===== config.mk =====
export PLATFORM = sky130hd
export DESIGN_NAME = uart_ring_buffer_xon_xoff
export DESIGN_NICKNAME = d
export VERILOG_FILES = /design/src/sv/urbx_pkg.sv /design/src/sv/uart_ring_buffer_xon_xoff.sv /design/src/sv/urbx_ctrl.sv /design/src/sv/urbx_dp.sv
export SDC_FILE = /design/constraint.sdc
export NUM_CORES = 1
export LEC_CHECK = 0
export ABC_AREA = 1
export BUFFER_PORTS_ARGS = -buffer_cell sky130_fd_sc_hd__buf_2
export CAP_MARGIN = 20
export CORE_AREA = 2 2 195 197
export CTS_CLUSTER_DIAMETER = 60
export CTS_CLUSTER_SIZE = 16
export DETAILED_ROUTE_END_ITERATION = 7
export DIE_AREA = 0 0 197 199
export GPL_ROUTABILITY_DRIVEN = 0
export HOLD_SLACK_MARGIN = 0.02
export SLEW_MARGIN = 25
export SYNTH_ARGS = -nofsm -noshare
export SYNTH_HDL_FRONTEND = slang
export SYNTH_SLANG_ARGS = --single-unit
export TNS_END_PERCENT = 100

===== constraint.sdc =====
create_clock -name clk -period 5.4 [get_ports clk]
set_clock_uncertainty 0.2 [all_clocks]
set_input_delay 0.54 -clock clk [delete_from_list [all_inputs] [get_ports clk]]
set_output_delay 0.54 -clock clk [all_outputs]
set_load 0.1 [all_outputs]

===== src/sv/urbx_pkg.sv =====
package urbx_pkg;

	localparam logic [1:0] OP_LINE  = 2'd0;
	localparam logic [1:0] OP_WRITE = 2'd1;
	localparam logic [1:0] OP_READ  = 2'd2;

	localparam logic [7:0] CH_XON  = 8'h11;
	localparam logic [7:0] CH_XOFF = 8'h13;

	// controller to datapath
	typedef struct packed {
		logic capture;   // latch the incoming item
		logic update;    // commit queue state, write stores
		logic read;      // read the stores at the latched addresses
		logic load_out;  // move the result into the output register
	} cmd_t;

	// datapath to controller
	typedef struct packed {
		logic out_free;  // output register is empty or being taken now
	} sts_t;

endpackage


===== src/sv/uart_ring_buffer_xon_xoff.sv =====
// Each input transfer passes through the queue update, the store read and the output
// load, each registered; the output load waits until the output register is free, and
// the result then waits there until transferred. The controller takes one item at a time,
// taking the next one after the output load, while the previous result still waits.
// Reset: arst_n clears both queues to empty, overflow and pause to 0, transmitter idle.
module uart_ring_buffer_xon_xoff
	import urbx_pkg::*;
#(
	parameter int RX_DEPTH = 16,
	parameter int TX_DEPTH = 16
) (
	input  logic                             clk,
	input  logic                             arst_n,
	input  logic                             in_valid,
	output logic                             in_ready,
	input  logic [1:0]                       operation,
	input  logic                             rx_valid,
	input  logic                             tx_done,
	input  logic [7:0]                       data_in,
	output logic                             out_valid,
	input  logic                             out_ready,
	output logic                             status,
	output logic [7:0]                       read_data,
	output logic                             tx_load,
	output logic [7:0]                       tx_byte,
	output logic                             overflow,
	output logic                             paused,
	output logic [$clog2(RX_DEPTH + 1)-1:0]  rx_count,
	output logic [$clog2(TX_DEPTH + 1)-1:0]  tx_count
);

	cmd_t cmd;
	sts_t sts;

	urbx_ctrl u_ctrl (
		.clk      (clk),
		.arst_n   (arst_n),
		.in_valid (in_valid),
		.in_ready (in_ready),
		.sts      (sts),
		.cmd      (cmd)
	);

	urbx_dp #(
		.RX_DEPTH (RX_DEPTH),
		.TX_DEPTH (TX_DEPTH)
	) u_dp (
		.clk       (clk),
		.arst_n    (arst_n),
		.cmd       (cmd),
		.sts       (sts),
		.operation (operation),
		.rx_valid  (rx_valid),
		.tx_done   (tx_done),
		.data_in   (data_in),
		.out_valid (out_valid),
		.out_ready (out_ready),
		.status    (status),
		.read_data (read_data),
		.tx_load   (tx_load),
		.tx_byte   (tx_byte),
		.overflow  (overflow),
		.paused    (paused),
		.rx_count  (rx_count),
		.tx_count  (tx_count)
	);

endmodule


===== src/sv/urbx_ctrl.sv =====
module urbx_ctrl
	import urbx_pkg::*;
(
	input  logic clk,
	input  logic arst_n,
	input  logic in_valid,
	output logic in_ready,
	input  sts_t sts,
	output cmd_t cmd
);

	localparam logic [1:0] S_IDLE = 2'd0;
	localparam logic [1:0] S_UPD  = 2'd1;
	localparam logic [1:0] S_RD   = 2'd2;
	localparam logic [1:0] S_WB   = 2'd3;

	logic [1:0] state_q;
	logic [1:0] state_n;

	assign in_ready = (state_q == S_IDLE);

	always_comb begin
		state_n      = state_q;
		cmd.capture  = 1'b0;
		cmd.update   = 1'b0;
		cmd.read     = 1'b0;
		cmd.load_out = 1'b0;
		case (state_q)
			S_IDLE: begin
				if (in_valid) begin
					cmd.capture = 1'b1;
					state_n     = S_UPD;
				end
			end
			S_UPD: begin
				cmd.update = 1'b1;
				state_n    = S_RD;
			end
			S_RD: begin
				cmd.read = 1'b1;
				state_n  = S_WB;
			end
			S_WB: begin
				// hold until the previous result has left
				if (sts.out_free) begin
					cmd.load_out = 1'b1;
					state_n      = S_IDLE;
				end
			end
			default: begin
				state_n = S_IDLE;
			end
		endcase
	end

	always_ff @(posedge clk or negedge arst_n) begin
		if (!arst_n) begin
			state_q <= S_IDLE;
		end else begin
			state_q <= state_n;
		end
	end

endmodule


===== src/sv/urbx_dp.sv =====
module urbx_dp
	import urbx_pkg::*;
#(
	parameter int RX_DEPTH = 16,
	parameter int TX_DEPTH = 16,
	localparam int RPW = $clog2(RX_DEPTH),
	localparam int RLW = $clog2(RX_DEPTH + 1),
	localparam int TPW = $clog2(TX_DEPTH),
	localparam int TLW = $clog2(TX_DEPTH + 1)
) (
	input  logic           clk,
	input  logic           arst_n,
	input  cmd_t           cmd,
	output sts_t           sts,
	input  logic [1:0]     operation,
	input  logic           rx_valid,
	input  logic           tx_done,
	input  logic [7:0]     data_in,
	output logic           out_valid,
	input  logic           out_ready,
	output logic           status,
	output logic [7:0]     read_data,
	output logic           tx_load,
	output logic [7:0]     tx_byte,
	output logic           overflow,
	output logic           paused,
	output logic [RLW-1:0] rx_count,
	output logic [TLW-1:0] tx_count
);

	localparam int RSW = RLW + 1;
	localparam int TSW = TLW + 1;

	// latched item
	logic [1:0] op_q;
	logic       rxv_q;
	logic       txd_q;
	logic [7:0] data_q;

	// queue state
	logic [RPW-1:0] rx_wptr_q;
	logic [RLW-1:0] rx_level_q;
	logic           ovf_q;
	logic           paused_q;
	logic [TPW-1:0] tx_rptr_q;
	logic [TLW-1:0] tx_level_q;
	logic           idle_q;

	// per-item results waiting for the store reads
	logic           status_q;
	logic           rd_ok_q;
	logic           load_q;
	logic [RPW-1:0] rx_raddr_q;
	logic [TPW-1:0] tx_raddr_q;
	logic [7:0]     rx_rd_q;
	logic [7:0]     tx_rd_q;

	logic [7:0] rx_mem [RX_DEPTH];
	logic [7:0] tx_mem [TX_DEPTH];

	// output register
	logic           out_valid_q;
	logic           o_status_q;
	logic [7:0]     o_rdata_q;
	logic           o_load_q;
	logic [7:0]     o_tbyte_q;
	logic           o_ovf_q;
	logic           o_paused_q;
	logic [RLW-1:0] o_rx_count_q;
	logic [TLW-1:0] o_tx_count_q;

	// next state
	logic [RPW-1:0] rx_wptr_n;
	logic [RLW-1:0] rx_level_n;
	logic           ovf_n;
	logic           paused_n;
	logic [TPW-1:0] tx_rptr_n;
	logic [TLW-1:0] tx_level_n;
	logic           idle_n;
	logic           rx_we;
	logic           tx_we;
	logic           status_n;
	logic           rd_ok_n;
	logic           kick;
	logic           start;

	logic [TSW-1:0] tx_wsum;
	logic [TPW-1:0] tx_waddr;
	logic [RSW-1:0] rx_hsum;
	logic [RPW-1:0] rx_head;

	// tail of the transmit queue: read pointer plus level, wrapped
	assign tx_wsum  = TSW'(tx_rptr_q) + TSW'(tx_level_q);
	assign tx_waddr = (tx_wsum >= TSW'(TX_DEPTH)) ? TPW'(tx_wsum - TSW'(TX_DEPTH))
		: TPW'(tx_wsum);

	// head of the receive queue: write pointer minus level, wrapped
	assign rx_hsum = RSW'(rx_wptr_q) + RSW'(RX_DEPTH) - RSW'(rx_level_q);
	assign rx_head = (rx_hsum >= RSW'(RX_DEPTH)) ? RPW'(rx_hsum - RSW'(RX_DEPTH))
		: RPW'(rx_hsum);

	always_comb begin
		rx_wptr_n  = rx_wptr_q;
		rx_level_n = rx_level_q;
		ovf_n      = ovf_q;
		paused_n   = paused_q;
		tx_rptr_n  = tx_rptr_q;
		tx_level_n = tx_level_q;
		idle_n     = idle_q;
		rx_we      = 1'b0;
		tx_we      = 1'b0;
		status_n   = 1'b0;
		rd_ok_n    = 1'b0;
		kick       = 1'b0;
		case (op_q)
			OP_LINE: begin
				kick = txd_q;
				if (rxv_q) begin
					if (data_q == CH_XOFF) begin
						paused_n = 1'b1;
					end else if (data_q == CH_XON) begin
						paused_n = 1'b0;
						kick     = 1'b1;
					end else begin
						rx_we     = 1'b1;
						rx_wptr_n = (rx_wptr_q == RPW'(RX_DEPTH - 1)) ? '0
							: rx_wptr_q + 1'b1;
						// full: overwrite the oldest byte, keep the count
						if (rx_level_q == RLW'(RX_DEPTH)) begin
							ovf_n = 1'b1;
						end else begin
							rx_level_n = rx_level_q + 1'b1;
						end
					end
				end
				if (txd_q) begin
					idle_n = 1'b1;
				end
			end
			OP_WRITE: begin
				if (tx_level_q == TLW'(TX_DEPTH)) begin
					status_n = 1'b1;
				end else begin
					tx_we      = 1'b1;
					tx_level_n = tx_level_q + 1'b1;
					kick       = 1'b1;
				end
			end
			OP_READ: begin
				if (rx_level_q == '0) begin
					status_n = 1'b1;
				end else begin
					rd_ok_n    = 1'b1;
					rx_level_n = rx_level_q - 1'b1;
				end
			end
			default: begin
			end
		endcase
		start = kick && idle_n && !paused_n && (tx_level_n != '0);
		if (start) begin
			tx_rptr_n  = (tx_rptr_q == TPW'(TX_DEPTH - 1)) ? '0 : tx_rptr_q + 1'b1;
			tx_level_n = tx_level_n - 1'b1;
			idle_n     = 1'b0;
		end
	end

	always_ff @(posedge clk or negedge arst_n) begin
		if (!arst_n) begin
			rx_wptr_q   <= '0;
			rx_level_q  <= '0;
			ovf_q       <= 1'b0;
			paused_q    <= 1'b0;
			tx_rptr_q   <= '0;
			tx_level_q  <= '0;
			idle_q      <= 1'b1;
			out_valid_q <= 1'b0;
		end else begin
			if (cmd.update) begin
				rx_wptr_q  <= rx_wptr_n;
				rx_level_q <= rx_level_n;
				ovf_q      <= ovf_n;
				paused_q   <= paused_n;
				tx_rptr_q  <= tx_rptr_n;
				tx_level_q <= tx_level_n;
				idle_q     <= idle_n;
			end
			if (cmd.load_out) begin
				out_valid_q <= 1'b1;
			end else if (out_ready) begin
				out_valid_q <= 1'b0;
			end
		end
	end

	// payload registers
	always_ff @(posedge clk) begin
		if (cmd.capture) begin
			op_q   <= operation;
			rxv_q  <= rx_valid;
			txd_q  <= tx_done;
			data_q <= data_in;
		end
		if (cmd.update) begin
			status_q   <= status_n;
			rd_ok_q    <= rd_ok_n;
			load_q     <= start;
			rx_raddr_q <= rx_head;
			tx_raddr_q <= tx_rptr_q;
			if (rx_we) begin
				rx_mem[rx_wptr_q] <= data_q;
			end
			if (tx_we) begin
				tx_mem[tx_waddr] <= data_q;
			end
		end
		// stores were written in the cycle before, so a fresh byte reads back here
		if (cmd.read) begin
			rx_rd_q <= rx_mem[rx_raddr_q];
			tx_rd_q <= tx_mem[tx_raddr_q];
		end
		if (cmd.load_out) begin
			o_status_q   <= status_q;
			o_rdata_q    <= rd_ok_q ? rx_rd_q : 8'h00;
			o_load_q     <= load_q;
			o_tbyte_q    <= load_q ? tx_rd_q : 8'h00;
			o_ovf_q      <= ovf_q;
			o_paused_q   <= paused_q;
			o_rx_count_q <= rx_level_q;
			o_tx_count_q <= tx_level_q;
		end
	end

	assign sts.out_free = !out_valid_q || out_ready;

	assign out_valid = out_valid_q;
	assign status    = o_status_q;
	assign read_data = o_rdata_q;
	assign tx_load   = o_load_q;
	assign tx_byte   = o_tbyte_q;
	assign overflow  = o_ovf_q;
	assign paused    = o_paused_q;
	assign rx_count  = o_rx_count_q;
	assign tx_count  = o_tx_count_q;

endmodule


==> results, run 1 <==
- The run finished with clean final reports.
- The first global-routing pass estimated around 48,000 um of wire.
- The total global routing track utilization is 15.8%.
- The switching part of the total power is a little under two fifths.
- In this run the power density over the cells is 503 nW/um2.
- The worst-path maximum fanout is 21.
- The headroom to the max-slew limit is between 30% and 40%.
- The signed area change from the synthesized netlist to the final layout is 11.9%.
- Setup repair after global routing left no endpoint under its margin.
- In this run the power spent charging and discharging nets is 0.00311 W.
- The final layout contains around 1,200 nets.
- The instance count after placement with tap cells included is between 1,500 and 2,000.
- The clock slew seen by the registers of the worst setup and hold paths is about 0.070 ns.
- The leftover overflow at the end of global routing is 0.
- The max-slew violation count was 0.
- Summed over all nets, the half-perimeter wirelength after detailed placement is 19,300 um.
- Entering global routing, the biggest net connects 97 pins.
- The detailed-router iteration count before antenna repair is 5.
- The count of different cell masters after synthesis is 37.
- The sum of negative setup slack is 0 ns.
- The final route contains between 8,000 and 9,000 vias.
- Sequential cells were found to cover a little over two thirds of the synthesized design area.
- The initial core utilization is 39.4%.
- The number of synthesis warnings is 0.
- The via density per instance is just over 5.
- In the routed design, unresolved DRC markers number 0.
- The final count of hold timing violations came to 0.
- The worst setup path is launched from a flip-flop.
- The minimum clock period is 3.22 ns.
- The number of routed nets with antenna violations is 0.
- The initialized floorplan defines 71 standard-cell rows.
- At the worst endpoint, the arrival time is roughly 3.2 ns.
- The via count of the first global-routing pass is approximately 8,500.
- Once layout is complete, the utilization of the core stands at between 40 and 50%.
- Sequential cells account for 44.1% of the total power.
- The core region is ~37,000 um2.
- The placed instances occupy a cell area of ~15,000 um2.
- Setup violations remaining at the end of the flow were counted as 0.
- The maximum vdd drop is between 0.4 and 0.5 mV.
- The type of destination of the critical path is a flip-flop.
- Of the post-synthesis cell area, the dominant cell type holds about two thirds.
- At the pin with the least slew margin, the transition time is approximately 1.0 ns.
- Counting every net in the synthesized netlist gives roughly 1,200.
- The netlist area before placement is 14,600 um2.
- The count of buffers inserted at the top-level ports is between 40 and 50.
- Per report_power, the clock group accounts for a little under a quarter of the total.
- For this design, the sink count on the clock tree is about 350.
- The floorplan step set the die width to ~200 um.
- The full die area is approximately 39,000 um2.
- The min-delay analysis places its worst path in the category input port to flip-flop.
- Cell internal power was estimated by the tool at 0.00512 W.
- The largest total area in the synthesized netlist belongs to sky130_fd_sc_hd__edfxtp_1.
- The filler cells instantiated in the layout total between 3,000 and 4,000.
- Counting along the longest clock path gives a buffer depth of 3.
- The post-synthesis area per instance is 13.1 um2.
- The critical path in this run is classified as flip-flop to flip-flop.
- The final wirelength is just over 30,000 um.
- The clock tree from TritonCTS is built.
- Once layout is done, the placed cells without fillers occupy around 16,000 um2.
- The required time of the critical path is approximately 5.4 ns.
- The number of instances resized during post-cts repair is 0.
- The CTS H-tree depth is 1.
- The root buffer cell chosen for the clock tree is sky130_fd_sc_hd__clkbuf_16.
- The top-level I/O count is 48.
- At the later pin of the worst-skew pair, clock insertion delay measures 0.57 ns.
- Once the clock tree was built, the setup fixing pass inserted 0 buffers.
- The number of antenna violations at the first check in global routing came to 1.
- In the final layout, the multi-input gates occupy ~3500 um2.
- The detailed router's first-iteration violation count is 700.
- The max-capacitance violation count is 0.
- In the final layout, flip-flops and latches occupy between 10,000 and 15,000 um2.
- After layout, the design draws a total of 0.00823 W.
- The number of synthesized register bits is about 350.
- Cells with a size suffix above 1 make up under 10% of the layout.
- The number of CTS-inserted buffers is 28.
- The number of diodes is 0.
- The height of the die is roughly 200 um.
- In this run, the combinational gates consume about a third of the power.
- The count of cells in the finished layout, fillers not included, comes to between 1,500 and 2,000.
- Based on the critical path, the design can be clocked at up to 0.310 GHz.
- The number of standard cells after synthesis is between 1,000 and 1,500.
- Ranked by total cell area, the synthesized netlist is headed by sky130_fd_sc_hd__edfxtp_1, sky130_fd_sc_hd__mux2i_1, sky130_fd_sc_hd__dfrtp_1.
- The cell leakage power is about 6 nW.
- The post-route fraction of the period consumed by the critical path is roughly three fifths.
- In the final routed layout, each cell accounts on average for between 15 and 20 um.
-- per-layer routing --
layer | global-route usage, % | share of wire, % | vias to the layer above
met5 | 0 | 0.043 | -
met1 | 22.7 | 47 | 4130
met4 | 3.26 | 1.6 | 2
met2 | 25.4 | 45 | 224
met3 | 2.51 | 5.8 | 41
li1 | - | - | 4070
-- cell families (layout without fill, tap and decap cells) --
group / after synthesis / count (layout) / share of synthesized area, %
flops: 349 / 349 / 70.8
compound gates: 241 / 241 / 9.43
simple gates: 228 / 228 / 6.84
buf+inv: 190 / 266 / 5.13
mux: 64 / 64 / 4.38
fa+ha+maj: 28 / 28 / 2.55
xor+xnor: 14 / 14 / 0.838
-- critical path, cell delays in order, from the launching register on --
cell and delay, ns:
sky130_fd_sc_hd__dfrtp_1 0.40, sky130_fd_sc_hd__inv_1 0.10, sky130_fd_sc_hd__ha_1 0.15, sky130_fd_sc_hd__buf_4 0.26
sky130_fd_sc_hd__clkinv_1 0.36, sky130_fd_sc_hd__nor2_1 0.39, sky130_fd_sc_hd__nand3_1 0.35, sky130_fd_sc_hd__nor2_1 0.64
-- final cells by class --
cell class	count	area share [%]
Timing Repair Buffer	76	3.11
Multi-Input combinational cell	575	21.5
Sequential cell	349	63.3
Clock inverter	10	0.657
Clock buffer	38	4.51
Inverter	142	3.26
Tap cell	474	3.62
-- final timing paths --
| kind | cells past startpoint | to | slack, ns | from |
|---|---|---|---|---|
| max | 7 | u_dp.tx_mem[5][3] | 2.18 | u_ctrl.state_q[1] |
| min | 4 | u_dp.out_valid | 0.09 | out_ready |
| max reg2reg | 7 | u_dp.tx_mem[5][3] | 2.18 | u_ctrl.state_q[1] |
| min reg2reg | 0 | u_dp.overflow | 0.28 | u_dp.ovf_q |
| max in group asynchronous | 2 | u_dp.rx_wptr_q[3] | 4.27 | arst_n |
| min in group asynchronous | 2 | u_dp.tx_rptr_q[3] | 0.31 | arst_n |
-- per-stage QoR --
step | hold slack, ns | setup slack, ns
after floorplan | 0.0444 | 2.36
after global placement | 0.257 | 2.35
after detailed placement | 0.254 | 2.24
after CTS | 0.0594 | 2.20
after global routing | 0.0996 | 1.95
final | 0.0914 | 2.18
-- cell usage after synthesis --
library cell,count
sky130_fd_sc_hd__and3_1,1
sky130_fd_sc_hd__or2_2,1
sky130_fd_sc_hd__a21boi_1,1
sky130_fd_sc_hd__nand2_4,1
sky130_fd_sc_hd__a21boi_0,2
sky130_fd_sc_hd__nand4_1,2
sky130_fd_sc_hd__inv_1,138
sky130_fd_sc_hd__o211ai_1,64
sky130_fd_sc_hd__a21o_1,1
sky130_fd_sc_hd__nand2_1,121
sky130_fd_sc_hd__inv_2,1
sky130_fd_sc_hd__nor2_1,48
sky130_fd_sc_hd__mux2i_1,64
sky130_fd_sc_hd__a31oi_1,1
sky130_fd_sc_hd__buf_2,15
sky130_fd_sc_hd__xor2_1,10
sky130_fd_sc_hd__fa_1,3
sky130_fd_sc_hd__dfrtp_1,23
sky130_fd_sc_hd__nand2_2,5
sky130_fd_sc_hd__nand3b_1,2
sky130_fd_sc_hd__nor3_1,1
sky130_fd_sc_hd__clkinv_1,3
sky130_fd_sc_hd__buf_4,5
sky130_fd_sc_hd__o22ai_1,1
sky130_fd_sc_hd__edfxtp_1,325
sky130_fd_sc_hd__clkbuf_1,26
sky130_fd_sc_hd__xnor2_1,4
sky130_fd_sc_hd__dfstp_2,1
sky130_fd_sc_hd__nor2_2,2
sky130_fd_sc_hd__ha_1,25
sky130_fd_sc_hd__buf_1,2
sky130_fd_sc_hd__nor2_8,2
sky130_fd_sc_hd__a21oi_1,73
sky130_fd_sc_hd__nand4_4,1
sky130_fd_sc_hd__o21ai_0,91
sky130_fd_sc_hd__nand3_1,41
sky130_fd_sc_hd__o21ai_1,7
-- cells in the final DEF (no fill, tap or decap), drive strengths merged, types with 4 or more instances in the layout --
cell type    instances
buf                 63
ha                  25
dfrtp               23
clkinv               7
dlygate4sd3         13
o211ai              64
xor2                10
nand2              127
edfxtp             325
clkbuf              38
nand3               41
a21oi               73
nor2                52
inv                142
o21ai               98
xnor2                4
mux2i               64
-- sequential cells by signal, indices dropped and copies added (netlist names), 2 cells and up --
register,count
u_dp.op_q,2
u_dp.tx_count,5
u_dp.rx_rd_q,8
u_dp.read_data,8
u_dp.tx_rd_q,8
u_dp.tx_mem,128
u_dp.tx_rptr_q,4
u_dp.data_q,8
u_dp.tx_level_q,5
u_dp.rx_raddr_q,4
u_dp.rx_mem,128
u_ctrl.state_q,2
u_dp.rx_level_q,5
u_dp.tx_byte,8
u_dp.tx_raddr_q,4
u_dp.rx_wptr_q,4
u_dp.rx_count,5
-- power by group through the flow --
stage | sequential, W | combinational (W) | clock, W
detailed placement | 0.00368 | 0.00265 | 0
floorplan | 0.00418 | 0.00147 | 0
finish | 0.00363 | 0.00265 | 0.00196
CTS | 0.00363 | 0.00267 | 0.00200
global placement | 0.00368 | 0.00261 | 0
global route | 0.00366 | 0.00292 | 0.00210
-- repair_timing --
action	in CTS	in global routing
hold endpoints to repair	35	0
hold buffers	13	0
setup endpoints to repair	0	0
Note: power is estimated with default switching activity, not from simulation.
==> inputs of run 2 (changes only) <==
Clock period 5.4 ns to 2.98 ns, I/O delays scaled along.
==> run 2 against run 1 <==
Net effect:
- register-to-register slack got worse by 1.9 ns
- final cell count increased by 2.6%
- highest routed layer is now met4
- critical path depth unchanged
- sequential share of layout area decreased by 1.3 points
- maximum frequency increased by 20%
- worst setup slack got worse by 1.9 ns
- die area unchanged
- global-route usage decreased by 0.057 points
==> results, run 2 (synthesized netlist as in run 1, its figures left out) <==
- TritonCTS built the clock tree.
- The via density per instance is 5.02 (-1.4%).
- The max-slew violation count is 0 (unchanged).
- In this design, the largest share of critical-path delay is due to simple AND/OR/NAND/NOR gates.
- In the layout the commonest cells are sky130_fd_sc_hd__edfxtp_1, sky130_fd_sc_hd__inv_1, sky130_fd_sc_hd__nand2_1.
- The number of routed nets with antenna violations came to 0 (unchanged).
- The max-capacitance violation count is 0 (unchanged).
- The utilization of the core after routing is 45.0% (+0.89 points).
- The worst setup path is captured at a flip-flop.
- The count of endpoints failing setup in the final report is 0 (unchanged).
- The number of instances resized during post-cts repair is 0 (unchanged).
- The half-perimeter wire length after placement came to 19,100 um (-0.74%).
- The full die area was 39,200 um2 (unchanged).
- The maximum number of pins on one net before global-route repair came to 97 (unchanged).
- The via count of the first global-routing pass is 8,415 (-0.56%).
- The transition at the pin with the smallest max-transition slack is 0.940 ns (-0.0645 ns).
- The final wirelength is 30,300 um (-0.57%).
- The clock slew seen by the registers of the worst setup and hold paths is 0.07 ns (about the same).
- The detailed-router iteration count before antenna repair is 5 (unchanged).
- The maximum vdd drop is 0.876 mV (+85%).
- The cell leakage power is 6.40 nW (+3.7%).
- The count of buffers inserted at the top-level ports is 47 (unchanged).
- The number of placement rows came to 71 (unchanged).
- The initial core utilization is 39.4% (unchanged).
- The number of diodes came to 0 (unchanged).
- The placeable core area is 37,100 um2 (unchanged).
- The flow ran to the end, and the final reports show no timing, DRC or antenna violations.
- In this run the clock root is driven by a sky130_fd_sc_hd__clkbuf_16.
- Setup repair after global routing left no endpoint under its margin.
- The switching part of the total power is 37.6% (-0.23 points).
- The post-route fraction of the period consumed by the critical path is 90.0% (+30 points).
- The required time of the critical path is 2.97 ns (-2.41 ns).
- The total global routing track utilization is 15.7% (-0.057 points).
- The clock network fraction of total power was 23.7% (about the same).
- The number of nets in the layout is 1,255 (+3.2%).
- The tightest min-delay check is of the input port to asynchronous set/reset pin type.
- The category of the most critical setup path is flip-flop to flip-flop.
- The maximum cell stage delay along the critical path is 0.55 ns (-0.09 ns).
- The sum of negative setup slack came to 0 ns (unchanged).
- The portion of total power attributed to combinational logic is 32.5% (+0.3 points).
- Leaving out fill and tap cells, the most frequent cell in the layout is sky130_fd_sc_hd__edfxtp_1.
- The internal power consumption is 0.00937 W (+83%).
- The CTS H-tree depth is 1 (unchanged).
- The largest registers in the layout are u_dp.rx_mem x128, u_dp.tx_mem x128.
- The maximum buffer depth of the clock tree was 3 (unchanged).
- The minimum clock period is 2.68 ns (-0.541 ns).
- The floorplan die width was 197 um (unchanged).
- The worst-path maximum fanout is 8 (-62%).
- The height of the die is 199 um (unchanged).
- The signal on the critical path passes through ha_1 > inv_1 > fa_1 > xor2_1 > inv_1 > nand2_1 > nor2_1.
- The leftover overflow at the end of global routing is 0 (unchanged).
- The instance count after placement with tap cells included is 1,640 (+2.3%).
- The cell with the largest stage delay on the worst path is sky130_fd_sc_hd__nor2_1.
- The number of CTS-inserted buffers is 28 (unchanged).
- The final count of hold timing violations is 0 (unchanged).
- The top-level I/O count is 48 (unchanged).
- The sink count of the clock tree came to 349 (unchanged).
- The register share of total power was 43.8% (-0.3 points).
- The count of buffer and inverter cells on the critical path is 2 (-1).
- The worst-skew pair later-pin latency is 0.55 ns (-0.02 ns).
- The critical path data arrival time is 2.67 ns (-0.54 ns).
- Counting stages on the worst path, the most repeated cell is sky130_fd_sc_hd__inv_1.
- The number of DRC violations after detailed routing was 0 (unchanged).
- The total number of vias is 8,567 (+1.2%).
- The wire length of the first global-routing pass is 47,300 um (-0.45%).
- The signed area change from the synthesized netlist to the final layout is 14.2%.
- The detailed router's first-iteration violation count was 683 (-2.4%).
- The startpoint type of the worst setup path is a flip-flop.
- The number of antenna violations at the first check in global routing was 0 (-1).
- The total power density per cell area is 898 nW/um2 (+79%).
- The headroom to the max-slew limit is 37.3% (+4.4 points).
- The filler-free cell count of the finished design is 1,707 (+2.6%).
- The fraction of layout cells with a size suffix above 1 is 12.5% (+2.8 points).
- The detail-routed net length per standard cell is 17.7 um (-3.1%).
- The fmax is 0.373 GHz (+20%).
- The switching power is 0.00563 W (+81%).
## run 2: cell types whose count changed in the layout (fill, tap and decap cells not counted), sizes merged
| cell | change |
|---|---|
| buf | +37 |
| clkbuf | +6 |
| clkinvlp | -2 |
| dlygate4sd3 | +2 |
| bufinv | -1 |
| clkinv | +1 |
## run 2: path summary, 6_finish.rpt
| check | endpoint | slack (ns) | depth (start not counted) | startpoint |
|---|---|---|---|---|
| setup / recovery | u_dp.tx_mem[15][4] | 0.30 | 7 | u_dp.tx_level_q[0] |
| hold / removal | u_dp.tx_level_q[3] | 0.08 | 2 | arst_n |
| setup reg to reg | u_dp.tx_mem[15][4] | 0.30 | 7 | u_dp.tx_level_q[0] |
| hold reg to reg | u_dp.status | 0.26 | 0 | u_dp.status_q |
| max in group asynchronous | u_dp.rx_wptr_q[3] | 2.10 | 2 | arst_n |
| min in group clk | u_dp.data_q[2] | 0.25 | 2 | data_in[2] |
## run 2: through the flow
step                      hold slack (ns)  power [W]  worst slack (ns)  cell area (um2)
after floorplan                    -0.198     0.0103             0.221            14600
after global placement              0.148     0.0115             0.405            15700
after detailed placement            0.143     0.0116             0.300            15700
after CTS                          0.0774     0.0151             0.301            16700
after global routing                0.124     0.0158             0.119            16700
final                              0.0813     0.0150             0.297            16700
## run 2: timing repair
action,in CTS,in global routing
buffers inserted,0,0
setup endpoints to repair,0,0
endpoints found under the hold margin,39,0
hold buffers,15,0
## run 2: power by group through the flow
stage / Sequential [W] / Combinational, W / Clock, W
2_1_floorplan: 0.00758 / 0.00268 / 0
3_3_place_gp: 0.00666 / 0.00484 / 0
3_5_place_dp: 0.00667 / 0.00489 / 0
4_1_cts: 0.00657 / 0.00492 / 0.00365
5_1_grt: 0.00664 / 0.00536 / 0.00380
6_report: 0.00657 / 0.00488 / 0.00355
## run 2: area by class of cell
class                      count  area, um2
inverter                     142        533
tap                          474        593
clock inverter                 8       75.1
clock buffer                  44        791
timing repair buffer         115        821
multi-input combinational    575       3530
sequential                   349      10400
fill                        3371      20400
## run 2: per-layer routing
metal | share of wire [%] | routed length (um) | global-route usage [%] | vias to the layer above
met5 | 0 | 0 | 0 | -
met4 | 1.9 | 561 | 4.01 | 0
met3 | 5.4 | 1650 | 2.20 | 43
met2 | 46 | 13900 | 25.3 | 213
met1 | 47 | 14100 | 22.5 | 4163
li1 | - | - | - | 4148
==> inputs of run 3 (changes only) <==
Settings changed: SLEW_MARGIN 25 to default, SYNTH_HIERARCHICAL from default to 1.
==> run 3 against run 2 <==
Net effect:
- die area did not move
- area after synthesis did not move
- core utilization fell by 0.11 points
- non-clock buffer count fell by 1
- worst setup slack improved by 0.088 ns
- total power rose by 0.55%
- wire length rose by 1.4%
- sequential cell count did not move
==> results, run 3 <==
- In the final layout, the registers with the most flip-flops are u_dp/rx_mem x128, u_dp/tx_mem x128.
- The number of DRC violations after detailed routing is 0 (unchanged).
- The initial core utilization came to 39.4% (unchanged).
- In this run the clock root is driven by a sky130_fd_sc_hd__clkbuf_16.
- The post-synthesis area per instance came to 13.1 um2 (about the same).
- The netlist area before placement is 14,600 um2 (unchanged).
- The number of placement rows was 71 (unchanged).
- The number of synthesized register bits is 349 (unchanged).
- The utilization of the core after routing is 44.9% (-0.11 points).
- The gate family responsible for the most delay along the worst path is simple AND/OR/NAND/NOR gates.
- The startpoint type of the worst setup path is a flip-flop.
- The fraction of layout cells with a size suffix above 1 is 12.6% (+0.14 points).
- The reg2reg setup slack came to 0.38 ns (+0.09 ns).
- The total power density per cell area is 905 nW/um2 (+0.80%).
- The minimum clock period is 2.60 ns (-0.0880 ns).
- The total number of vias came to 8,599 (+0.37%).
- The count of buffer and inverter cells on the critical path is 2 (unchanged).
- The number of CTS-inserted buffers was 29 (+3.6%).
- The wire length of the first global-routing pass came to 48,500 um (+2.5%).
- The half-perimeter wire length after placement is 19,700 um (+3.0%).
- The CTS H-tree depth is 1 (unchanged).
- The count of buffers inserted at the top-level ports is 47 (unchanged).
- The detailed router's first-iteration violation count is 723 (+5.9%).
- The count of buffers added by post-CTS timing repair for setup is 0 (unchanged).
- The maximum vdd drop is 0.919 mV (+4.9%).
- The detailed-router iteration count before antenna repair is 5 (unchanged).
- The critical path goes through inv_1 > ha_1 > nand2_1 > inv_1 > nand2_1 > nand2_1 > nor2_1 > nand3_1 > nor2_1.
- The count of different cell masters after synthesis is 37 (unchanged).
- Setup repair after global routing left no endpoint under its margin.
- The critical path data arrival time is 2.59 ns (-0.08 ns).
- The share of the synthesized area in the top cell type is 66.7% (unchanged).
- The sink count of the clock tree was 349 (unchanged).
- The top-level I/O count is 48 (unchanged).
- The placeable core area is 37,100 um2 (unchanged).
- The number of nets in the layout is 1,254 (-0.080%).
- The count of endpoints failing setup in the final report came to 0 (unchanged).
- The share of the yosys chip area belonging to registers is 70.8% (unchanged).
- The library cells used most frequently in the layout, excluding fill and tap cells, are sky130_fd_sc_hd__edfxtp_1, sky130_fd_sc_hd__inv_1, sky130_fd_sc_hd__nand2_1.
- The cell depth of the worst flop-to-flop path was 9 (+2).
- The transition at the pin with the smallest max-transition slack is 0.948 ns (+0.00800 ns).
- The sum of negative setup slack was 0 ns (unchanged).
- The area growth from synthesis to layout is 13.9%.
- Of all cell types, the one taking the most synthesized area is sky130_fd_sc_hd__edfxtp_1.
- The cell leakage power is 6.42 nW (+0.28%).
- The worst-skew pair later-pin latency is 0.56 ns (about the same).
- The net count after synthesis is 1,157 (-0.086%).
- The detail-routed net length per standard cell is 18.0 um (+1.7%).
- The number of antenna violations at the first check in global routing is 0 (unchanged).
- Yosys instantiated no cell more often than sky130_fd_sc_hd__edfxtp_1.
- The via count of the first global-routing pass was 8,523 (+1.3%).
- Ranked by total cell area, the synthesized netlist is headed by sky130_fd_sc_hd__edfxtp_1, sky130_fd_sc_hd__mux2i_1, sky130_fd_sc_hd__dfrtp_1.
- The worst-path maximum fanout is 8 (unchanged).
- The library cell used most frequently in the layout, excluding fill and tap cells, is sky130_fd_sc_hd__edfxtp_1.
- The floorplan die width came to 197 um (unchanged).
- The headroom to the max-slew limit was 36.8% (-0.53 points).
- The final count of hold timing violations is 0 (unchanged).
- The via density per instance is 5.06 (+0.73%).
- In this run the worst hold path is classified as input port to asynchronous set/reset pin.
- TritonCTS built the clock tree.
- The total global routing track utilization is 16.1% (+0.36 points).
- The share of synthesized registers carrying an async set or reset came to 6.88% (unchanged).
- The number of routed nets with antenna violations was 0 (unchanged).
- The number of enable-type register cells in the synthesized netlist is 325 (unchanged).
- The most used flip-flop cell after synthesis is sky130_fd_sc_hd__edfxtp_1.
- In this design, the critical path's most frequently occurring cell is sky130_fd_sc_hd__nand2_1.
- The clock slew seen by the registers of the worst setup and hold paths is 0.07 ns (about the same).
- The post-route fraction of the period consumed by the critical path is 87.1% (-3.0 points).
- The max-capacitance violation count is 0 (unchanged).
- The type of destination of the critical path is a flip-flop.
- The number of synthesis warnings came to 6 (+6).
- The maximum number of pins on one net before global-route repair is 97 (unchanged).
- The worst register-to-register path ends at u_dp/tx_mem[1][2].
- The maximum cell stage delay along the critical path is 0.54 ns (about the same).
- The fmax is 0.385 GHz (+3.4%).
- The height of the die is 199 um (unchanged).
- The required time of the critical path is 2.97 ns (about the same).
- The run finished with clean final reports.
- The final wirelength came to 30,700 um (+1.4%).
- The worst register-to-register path begins at u_dp/tx_level_q[1].
- By count the netlist is led by sky130_fd_sc_hd__edfxtp_1, sky130_fd_sc_hd__inv_1, sky130_fd_sc_hd__nand2_1, sky130_fd_sc_hd__o21ai_0, sky130_fd_sc_hd__a21oi_1.
- The slowest stage of the critical path is the sky130_fd_sc_hd__nor2_1 cell.
- The max-slew violation count is 0 (unchanged).
- The full die area came to 39,200 um2 (unchanged).
- The number of diodes is 0 (unchanged).
- By startpoint and endpoint, the worst setup path is classified as flip-flop to flip-flop.
- The number of standard cells after synthesis is 1,113 (-0.090%).
- The leftover overflow at the end of global routing is 0 (unchanged).
- The maximum buffer depth of the clock tree came to 3 (unchanged).
- Tracing the worst setup path back leads to its startpoint at u_dp/tx_level_q[1].
-- run 3: changes by cell type in the layout (fill, tap and decap cells not counted), moves of 4 or more --
| cell | change |
|---|---|
| sky130_fd_sc_hd__clkbuf_1 | -6 |
| sky130_fd_sc_hd__clkinvlp_4 | +4 |
| sky130_fd_sc_hd__nand2_1 | +8 |
| sky130_fd_sc_hd__nor2_1 | -4 |
| sky130_fd_sc_hd__o21ai_1 | -4 |
-- run 3: stage by stage --
step | cells | hold WS (ns) | area, um2 | setup WS (ns) | power, W
2_1_floorplan | 1113 | -0.198 | 14600 | 0.270 | 0.0103
3_3_place_gp | 1638 | 0.154 | 15600 | 0.502 | 0.0115
3_5_place_dp | 1638 | 0.153 | 15600 | 0.388 | 0.0116
4_1_cts | 1701 | 0.0898 | 16700 | 0.377 | 0.0152
5_1_grt | 1701 | 0.141 | 16700 | 0.130 | 0.0159
6_report | 1701 | 0.0837 | 16700 | 0.385 | 0.0151
-- run 3: repair_timing --
action / in CTS / in global routing
hold endpoints to repair: 39 / 0
resized for setup: 0 / 0
hold buffers: 15 / 0
setup endpoints to repair: 0 / 0
-- run 3: worst max path at each step --
stage                        end  depth (start not counted)  slack, ns
6_report       u_dp/tx_mem[1][2]                          9       0.38
5_1_grt        u_dp/tx_mem[1][3]                          9       0.13
4_1_cts        u_dp/tx_mem[1][3]                          9       0.38
3_5_place_dp   u_dp/tx_mem[1][0]                          9       0.39
3_3_place_gp   u_dp/tx_mem[1][7]                          9       0.50
2_1_floorplan  u_dp/rx_mem[3][0]                          9       0.27
-- run 3: kinds of logic after synthesis --
| logic type | share of synthesized area (%) |
|---|---|
| AOI/OAI and AO/OA | 9.18 |
| xor gates and xnor gates | 0.958 |
| adders and majority gates | 2.55 |
| buffers and inverters | 5.17 |
| DFF | 70.8 |
| muxes | 4.38 |
| and+or+nand+nor | 6.93 |
-- run 3: metal layers --
layer | GRT usage, % | vias to the layer above | part of all wire (%)
li1 | - | 4134 | -
met1 | 23.9 | 4194 | 48
met2 | 24.9 | 227 | 44
met3 | 2.02 | 44 | 5.4
met4 | 4.43 | 0 | 2.0
met5 | 0 | - | 0
-- run 3: area by class of cell --
type	count	area (um2)
fill	3310	20500
sequential	349	10400
multi-input combinational	575	3510
timing repair buffer	114	801
clock buffer	37	777
tap	474	593
inverter	141	532
clock inverter	11	86.3
-- run 3: power breakdown --
| part | total (W) | internal [W] | switching (W) |
|---|---|---|---|
| logic | 0.00488 | 0.00137 | 0.00352 |
| clock network | 0.00357 | 0.00186 | 0.00171 |
| registers | 0.00663 | 0.00619 | 0.000438 |
